**config.mk**
```make
export PLATFORM = sky130hd
export DESIGN_NAME = stras_ctrl
export DESIGN_NICKNAME = d
export VERILOG_FILES = /design/src/rtl/stras_pkg.sv /design/src/rtl/stras_ctrl.sv
export SDC_FILE = /design/constraint.sdc
export NUM_CORES = 1
export LEC_CHECK = 0
export BUFFER_PORTS_ARGS = -buffer_cell sky130_fd_sc_hd__buf_2
export CORE_AREA = 2 2 50 75
export CTS_CLUSTER_SIZE = 28
export DETAILED_ROUTE_END_ITERATION = 10
export DIE_AREA = 0 0 52 77
export PLACE_DENSITY_LB_ADDON = 0.2
export SLEW_MARGIN = 30
export SYNTH_ARGS = -nofsm -noshare
export SYNTH_HDL_FRONTEND = slang
export SYNTH_SLANG_ARGS = --single-unit
```
**constraint.sdc**
```tcl
create_clock -name aclk -period 1.6 [get_ports aclk]
set_input_delay 0.16 -clock aclk [delete_from_list [all_inputs] [get_ports aclk]]
set_output_delay 0.16 -clock aclk [all_outputs]
set_load 0.005 [all_outputs]
```
**src/rtl/stras_pkg.sv**
```systemverilog
// Shared types and constants for the segment tree range add / range sum block.
// Used by stras_ctrl, stras_datapath and segment_tree_range_add_sum.
package stras_pkg;

    localparam int DATA_W = 64;
    localparam int CNT_W  = 11;
    localparam logic [CNT_W-1:0] CNT_RESET = 11'd1024;

    // request kinds
    typedef enum logic [1:0] {
        REQ_LOAD  = 2'd0,
        REQ_BUILD = 2'd1,
        REQ_ADD   = 2'd2,
        REQ_QUERY = 2'd3
    } req_t;

    // datapath micro-operations issued by the controller
    typedef enum logic [4:0] {
        OP_NOP,
        OP_CLEAR,
        OP_START,
        OP_LOAD,
        OP_RD_CUR,
        OP_BUILD_WR,
        OP_ACC,
        OP_AP_SELF,
        OP_PUSH_WR,
        OP_AP_LEFT,
        OP_AP_RIGHT,
        OP_MUL0,
        OP_MUL1,
        OP_PSUM,
        OP_AP_WR,
        OP_PUSH_L,
        OP_PUSH_R,
        OP_RD_LEFT,
        OP_RD_RIGHT,
        OP_FIN_WR,
        OP_POP,
        OP_OUT
    } dp_op_t;

    // datapath status seen by the controller
    typedef struct packed {
        req_t kind;
        logic range_ok;
        logic n_ok;
        logic is_leaf;
        logic covered;
        logic pend_nz;
        logic go_left;
        logic go_right;
        logic sp_zero;
        logic top_from_left;
        logic out_full;
        logic clr_done;
    } dp_status_t;

    // one tree node: pending add and node sum
    typedef struct packed {
        logic [DATA_W-1:0] pend;
        logic [DATA_W-1:0] sum;
    } node_word_t;

endpackage

```
**src/rtl/stras_ctrl.sv**
```systemverilog
// Controller state machine for the segment tree block: walks the tree with
// an explicit stack held in the datapath. Depends on stras_pkg.
module stras_ctrl (
    input  logic                 aclk,
    input  logic                 aresetn,
    input  logic                 s_valid,
    output logic                 s_ready,
    input  stras_pkg::dp_status_t st,
    output stras_pkg::dp_op_t    op
);

    typedef enum logic [4:0] {
        S_CLEAR, S_IDLE, S_DECODE, S_LOAD, S_ENTER, S_EVAL,
        S_PL_RD, S_PR_RD, S_AP_M0, S_AP_M1, S_AP_SUM, S_AP_WR,
        S_DESC_L, S_DESC_R, S_FIN, S_FIN1, S_FIN2, S_RET
    } state_t;

    typedef enum logic [1:0] {
        RET_SELF, RET_LEFT, RET_RIGHT
    } ret_t;

    state_t state_reg, state_next;
    ret_t   ret_reg, ret_next;

    assign s_ready = (state_reg == S_IDLE);

    // next state and micro-operation
    always_comb begin
        state_next = state_reg;
        ret_next   = ret_reg;
        op         = stras_pkg::OP_NOP;
        case (state_reg)
            S_CLEAR: begin
                op = stras_pkg::OP_CLEAR;
                if (st.clr_done) state_next = S_IDLE;
            end
            S_IDLE: begin
                if (s_valid) begin
                    op         = stras_pkg::OP_START;
                    state_next = S_DECODE;
                end
            end
            S_DECODE: begin
                case (st.kind)
                    stras_pkg::REQ_LOAD:  state_next = S_LOAD;
                    stras_pkg::REQ_BUILD: state_next = st.n_ok ? S_ENTER : S_IDLE;
                    stras_pkg::REQ_ADD:   state_next = st.range_ok ? S_ENTER : S_IDLE;
                    default:              state_next = st.range_ok ? S_ENTER : S_RET;
                endcase
            end
            S_LOAD: begin
                op         = stras_pkg::OP_LOAD;
                state_next = S_IDLE;
            end
            S_ENTER: begin
                op         = stras_pkg::OP_RD_CUR;
                state_next = S_EVAL;
            end
            S_EVAL: begin
                if (st.kind == stras_pkg::REQ_BUILD) begin
                    op         = stras_pkg::OP_BUILD_WR;
                    state_next = st.is_leaf ? S_RET : S_DESC_L;
                end else if (st.covered) begin
                    if (st.kind == stras_pkg::REQ_QUERY) begin
                        op         = stras_pkg::OP_ACC;
                        state_next = S_RET;
                    end else begin
                        op         = stras_pkg::OP_AP_SELF;
                        ret_next   = RET_SELF;
                        state_next = S_AP_M0;
                    end
                end else if (st.pend_nz) begin
                    op         = stras_pkg::OP_PUSH_WR;
                    state_next = S_PL_RD;
                end else begin
                    state_next = S_DESC_L;
                end
            end
            S_PL_RD: begin
                op         = stras_pkg::OP_AP_LEFT;
                ret_next   = RET_LEFT;
                state_next = S_AP_M0;
            end
            S_PR_RD: begin
                op         = stras_pkg::OP_AP_RIGHT;
                ret_next   = RET_RIGHT;
                state_next = S_AP_M0;
            end
            S_AP_M0: begin
                op         = stras_pkg::OP_MUL0;
                state_next = S_AP_M1;
            end
            S_AP_M1: begin
                op         = stras_pkg::OP_MUL1;
                state_next = S_AP_SUM;
            end
            S_AP_SUM: begin
                op         = stras_pkg::OP_PSUM;
                state_next = S_AP_WR;
            end
            S_AP_WR: begin
                op = stras_pkg::OP_AP_WR;
                case (ret_reg)
                    RET_SELF:  state_next = S_RET;
                    RET_LEFT:  state_next = S_PR_RD;
                    default:   state_next = S_DESC_L;
                endcase
            end
            S_DESC_L: begin
                if (st.kind == stras_pkg::REQ_BUILD || st.go_left) begin
                    op         = stras_pkg::OP_PUSH_L;
                    state_next = S_ENTER;
                end else begin
                    state_next = S_DESC_R;
                end
            end
            S_DESC_R: begin
                if (st.kind == stras_pkg::REQ_BUILD || st.go_right) begin
                    op         = stras_pkg::OP_PUSH_R;
                    state_next = S_ENTER;
                end else begin
                    state_next = S_FIN;
                end
            end
            S_FIN: begin
                if (st.kind == stras_pkg::REQ_QUERY) begin
                    state_next = S_RET;
                end else begin
                    op         = stras_pkg::OP_RD_LEFT;
                    state_next = S_FIN1;
                end
            end
            S_FIN1: begin
                op         = stras_pkg::OP_RD_RIGHT;
                state_next = S_FIN2;
            end
            S_FIN2: begin
                op         = stras_pkg::OP_FIN_WR;
                state_next = S_RET;
            end
            S_RET: begin
                if (st.sp_zero) begin
                    if (st.kind == stras_pkg::REQ_QUERY) begin
                        if (!st.out_full) begin
                            op         = stras_pkg::OP_OUT;
                            state_next = S_IDLE;
                        end
                    end else begin
                        state_next = S_IDLE;
                    end
                end else begin
                    op         = stras_pkg::OP_POP;
                    state_next = st.top_from_left ? S_DESC_R : S_FIN;
                end
            end
            default: state_next = S_CLEAR;
        endcase
    end

    // state and return-point registers
    always_ff @(posedge aclk) begin
        if (!aresetn) begin
            state_reg <= S_CLEAR;
            ret_reg   <= RET_SELF;
        end else begin
            state_reg <= state_next;
            ret_reg   <= ret_next;
        end
    end

endmodule

```
==> results of run 1 <==
-- area by class of cell --
class | count | area [sq um] | share of cell area (%)
Sequential cell | 7 | 156 | 9.59
Clock buffer | 4 | 45.0 | 2.76
Inverter | 6 | 22.5 | 1.38
Timing Repair Buffer | 71 | 485 | 29.8
Tap cell | 42 | 52.6 | 3.22
Multi-Input combinational cell | 130 | 868 | 53.3
-- through the flow --
step           worst slack, ns  power [uW]  hold WS [ns]  TNS, ns
2_1_floorplan           0.0842         749         0.269        0
3_3_place_gp            -0.265        1200         0.427    -1.14
4_1_cts                 -0.170        1590         0.194   -0.660
3_5_place_dp            -0.220        1190         0.429   -0.769
6_report                -0.221        1700         0.196    -1.39
5_1_grt                 -0.334        1820         0.225    -2.10
-- what timing repair did --
item                                    in CTS  in global routing
hold buffers                                 0                  0
gates resized for setup                     26                 11
endpoints found under the setup margin       7                  9
setup buffers                                7                  7
pin swaps                                    7                 10
cloned                                       1                  0
-- metal layers --
| layer | vias to the layer above | share of wire (%) |
|---|---|---|
| met4 | 0 | 9.8 |
| met5 | - | 0 |
| li1 | 710 | - |
| met1 | 680 | 35 |
| met3 | 39 | 4.6 |
| met2 | 71 | 50 |
-- power by group through the flow --
stage | clock network [uW] | logic [uW] | registers (uW)
after CTS | 264 | 1060 | 264
after global routing | 276 | 1280 | 268
after detailed placement | 0 | 939 | 251
after global placement | 0 | 951 | 251
final | 253 | 1180 | 265
after floorplan | 0 | 519 | 230
-- cell usage after synthesis (4+ instances only) --
cell / n
nand4_1: 4
buf_2: 7
nor2_1: 20
a21oi_1: 7
nor2b_1: 10
o21ai_0: 16
inv_1: 6
nand2b_1: 4
nand3_1: 8
clkbuf_1: 4
a31oi_1: 5
o32ai_1: 4
nand2_1: 17
dfxtp_1: 7
-- worst reg2reg max path, delay by kind of cell (launching register included) --
kind / cells / cell delay [ns]
and+or+nand+nor: 3 / 0.54
DFF: 1 / 0.37
buffers and inverters: 3 / 0.41
AOI/OAI and AO/OA: 2 / 0.41
-- logic make-up after synthesis --
logic type,share of synthesized area [%]
AOI/OAI and AO/OA,35.6
and+or+nand+nor,41.1
buffers and inverters,7.79
muxes,1.15
DFF,14.3
-- worst max-delay path by stage --
stage                 startpoint  cells after the start            to
floorplan           state_reg[1]                      6  state_reg[1]
detailed placement  state_reg[3]                      6         op[0]
CTS                 state_reg[1]                      6         op[0]
finish              state_reg[3]                      6         op[0]
global placement    state_reg[3]                      6         op[0]
global route        state_reg[3]                      6         op[0]
==> impl_metrics.json, run 1 <==
{
  "fin_util_pct": 48.7,
  "whs_path_depth": 3,
  "drv_slew": 0,
  "final_cell_mix": "buf_4 (47), buf_2 (22), nor2_1 (19)",
  "synth_edf_count": 0,
  "met1_usage_pct": 23.3,
  "yosysTopAreaCellShare_pct": 14.3,
  "wl_per_cell_um": 17.4,
  "cpLargestDelayFamily": "simple AND/OR/NAND/NOR gates",
  "cts_tree": "done",
  "busiest_layer": "met2",
  "timing.rr.end": "state_reg[0]",
  "maxCapViolCount": 0,
  "boundaryPins": 22,
  "viasPerCell": 5.77,
  "synth_cell_type_count": 44,
  "dr.pass1.iters": 4,
  "path_cells": "nor3b_4, nand3b_4, nor3_4, nand2_1, o2111ai_2, buf_2",
  "synth-seq-cells": 7,
  "yosys_warnings": 0,
  "power.switching_uw": 735,
  "violations": "negative setup slack",
  "cts_root_buf": "clkbuf_8",
  "criticalPathCategory": "reg -> out",
  "numCtsBuffers": 3,
  "dp_hpwl_um": 3290,
  "insertion_delay_ns": 0.23,
  "synthesis.area_sq_um": 980,
  "ys_seq_area_share_pct": 14.3,
  "diodes": 0,
  "final_area_sq_um": 1630,
  "crit_path_end_kind": "output pin",
  "port_buffers": 21,
  "grtUsageTotal_pct": 23.1,
  "mostFrequentLayoutCell": "buf_4",
  "ir_drop_mv": 0.531,
  "layout-drive-gt1-share_pct": 45.4,
  "grt_pass1_vias": 1505,
  "grt_pass1_wl_um": 6990,
  "coreArea_sq_um": 3350,
  "finalHoldViolCount": 0,
  "whs_endpoint": "state_reg[0]",
  "leakagePower_uw": 0.000703,
  "fin_skew_ns": 0.00646,
  "setup_viol": 8,
  "hp-start": "aresetn",
  "r2r_slack_ns": -0.21,
  "crit_buf_inv": 1,
  "yosys-top-cells-area": "dfxtp_1 (14%), o21ai_0 (8.2%), nor2_1 (7.7%), nand2_1 (6.5%), nor2b_1 (6.4%)",
  "grt_overflow_total": 0,
  "drt-total-wl_um": 4520,
  "fin_cells": 260,
  "p_clk_share_pct": 14.8,
  "rsz0062_at_grt": "true",
  "hold_path_class": "in -> reg",
  "gp_congestion": 0.962,
  "slowest_delay_ns": 0.37,
  "start_util_pct": 29.2,
  "p_int_uw": 967,
  "setup.worst_path.start_class": "flip-flop",
  "ant_nets": 0,
  "max_slew_margin_pct": 67.6,
  "outcome": "finished, violations left",
  "antenna_found_initial": 0,
  "rr_worst_depth": 8,
  "cts_buffer_depth": 2,
  "fillers": 351,
  "rows": 26,
  "period_share_pct": 114,
  "met3_usage_pct": 4.09,
  "power_density_nw_per_um2": 1040,
  "syn_inst": 155,
  "largest_register_ffs": 5,
  "crit_required_ns": 1.44,
  "drt_iter0_drc": 90,
  "grtUsageMet2_pct": 38.0,
  "fmax_mhz": 549,
  "cts_sinks": 7,
  "dp.cells": 242,
  "clk_pin_slew_ns": 0.04,
  "p_sw_share_pct": 43.2,
  "arrival_ns": 1.66,
  "area_growth_pct": 66.4,
  "vias": 1500,
  "postSynthAreaPerCell_sq_um": 6.32,
  "comb_power_share_pct": 69.6,
  "critPathMaxFanout": 7,
  "h-tree-depth": 1,
  "ys_async_sr_fraction_pct": 0,
  "fin_ws_ns": -0.221,
  "drc": 0,
  "nets": 235,
  "die_w_um": 52,
  "period_needed_ns": 1.82,
  "die_h_um": 77,
  "worstMarginPinSlew_ns": 0.479,
  "syn_nets": 171,
  "yosysTopAreaCell": "dfxtp_1",
  "seqPwrFrac_pct": 15.6,
  "crit-reg2reg-launch": "state_reg[3]",
  "dieArea_sq_um": 4000,
  "ys.flop_type": "dfxtp_1",
  "cpMaxStageDelayCell": "dfxtp_4",
  "placed_cell_area_sq_um": 1350,
  "grt_max_degree": 9
}
(Power assumes the default switching activity.)
==> run 2: changes to the inputs <==
Settings changed: PLACE_DENSITY from default to 0.57, PLACE_DENSITY_LB_ADDON 0.2 to default.
==> run 2 against run 1 <==
Compared with the run above:
- the flow still finishes with violations (negative setup slack)
- combinational power fell by 3%
- clock skew decreased by 0.0051 ns
- cell count decreased by 5.8%
- register-to-register slack improved by 0.20 ns
- clock power rose by 5%
- count of clock-buffer cells in the layout did not move
- global-route usage is 0.22 points lower
- worst setup slack improved by 0.061 ns
- via count is 1.8% lower
- wire length down 5.5%
- flip-flop and latch count stayed put
- hold slack improved by 0.0028 ns
- critical endpoint is now op[4]
- highest routed layer unchanged
==> impl_metrics.json, run 2 (synthesized netlist as in run 1, its figures left out) <==
{
  "cts_tree": "done",
  "setup.worst_path.start_class": "flip-flop",
  "diodes": 0,
  "grt_pass1_wl_um": 6890,
  "fmax_mhz": 568,
  "finalHoldViolCount": 0,
  "largest_register_ffs": 5,
  "dp_hpwl_um": 3160,
  "cts_sinks": 7,
  "drv_slew": 0,
  "port_buffers": 21,
  "grtUsageTotal_pct": 22.9,
  "gp_congestion": 0.943,
  "period_share_pct": 110,
  "cts_buffer_depth": 2,
  "wl_met1_um": 1510,
  "fin_ws_ns": -0.160,
  "vias": 1473,
  "dieArea_sq_um": 4000,
  "worstMarginPinSlew_ns": 0.417,
  "holdWs_ns": 0.198,
  "grt_overflow_total": 0,
  "drc": 0,
  "arrival_ns": 1.60,
  "violations": "negative setup slack",
  "start_util_pct": 29.2,
  "fin_skew_ns": 0.00136,
  "ir_drop_mv": 0.584,
  "critPathMaxFanout": 5,
  "wl_per_cell_um": 17.4,
  "drt-total-wl_um": 4270,
  "ant_nets": 0,
  "numCtsBuffers": 3,
  "crit_path_end_kind": "output pin",
  "wl_met2_um": 2160,
  "hold_path_class": "in -> reg",
  "dr.pass1.iters": 5,
  "cts_root_buf": "clkbuf_8",
  "period_needed_ns": 1.76,
  "rr_worst_depth": 6,
  "crit_required_ns": 1.44,
  "h-tree-depth": 1,
  "die_w_um": 52,
  "viasPerCell": 6.01,
  "register_area_sq_um": 154,
  "setup_viol": 6,
  "drt_iter0_drc": 85,
  "mostFrequentLayoutCell": "buf_4",
  "rsz0062_at_grt": "true",
  "whs_path_depth": 3,
  "maxCapViolCount": 0,
  "max_slew_margin_pct": 71.8,
  "antenna_found_initial": 0,
  "grt_pass1_vias": 1439,
  "layout-drive-gt1-share_pct": 43.8,
  "power_density_nw_per_um2": 1070,
  "fillers": 331,
  "area_growth_pct": 59.3,
  "routed.top_layer": "met4",
  "multi_input_area_sq_um": 882,
  "power_uw": 1670,
  "nets": 220,
  "boundaryPins": 22,
  "fin_util_pct": 46.6,
  "met3_wirelength_um": 264,
  "rows": 26,
  "final_area_sq_um": 1560,
  "insertion_delay_ns": 0.23,
  "coreArea_sq_um": 3350,
  "criticalPathCategory": "reg -> out",
  "die_h_um": 77,
  "outcome": "finished, violations left",
  "leakagePower_uw": 0.000660,
  "clk_pin_slew_ns": 0.04,
  "placed_cell_area_sq_um": 1310,
  "setup_tns_ns": -0.539,
  "final_cell_mix": "buf_4 (26), buf_2 (21), nor2_1 (17)",
  "grt_max_degree": 12
}
## run 2: cell count changes in the layout (fill, tap and decap cells not counted), sizes merged
cell,previous run,this run
buf,71,56
## run 2: area by class of cell
type / count / area share (%)
Multi-Input combinational cell: 130 / 56.5
Clock buffer: 4 / 2.89
Inverter: 6 / 1.60
Tap cell: 42 / 3.37
Sequential cell: 7 / 9.86
Timing Repair Buffer: 56 / 25.7
## run 2: path summary, 6_finish.rpt
kind                                    from           end  slack, ns
worst max-delay path            state_reg[0]         op[4]      -0.16
worst min register to register    ret_reg[0]    ret_reg[0]       0.60
worst max register to register  state_reg[1]  state_reg[0]      -0.01
worst min-delay path                 aresetn  state_reg[0]       0.20
## run 2: report_power, final
part | internal (uW) | switching [uW] | total, uW
clock network | 174 | 92.3 | 266
logic | 550 | 591 | 1140
registers | 212 | 55.2 | 267
total | 936 | 739 | 1670
## run 2: per-stage QoR
step	setup slack, ns	instances
5_1_grt	-0.221	245
6_report	-0.160	245
3_5_place_dp	-0.0808	236
2_1_floorplan	0.0842	155
3_3_place_gp	-0.121	236
4_1_cts	-0.124	245
## run 2: what timing repair did
action	4_1_cts	5_1_grt
gates resized for setup	48	3
hold buffers	0	0
gates cloned	1	0
buffers inserted	4	0
hold endpoints to repair	0	0
pin swaps	7	3
endpoints found under the setup margin	9	9
## run 2: metal layers
metal | track usage [%] | vias up
met5 | 0 | -
met4 | 18.2 | 0
met3 | 2.53 | 25
met2 | 38.4 | 87
met1 | 24.8 | 680
li1 | - | 681
## run 2: critical path: stages, from the launching register on
cell and delay (ns):
dfxtp_2 0.37, buf_6 0.16, inv_4 0.04, nand2_2 0.06, o22ai_2 0.07, or4_1 0.51, buf_2 0.14
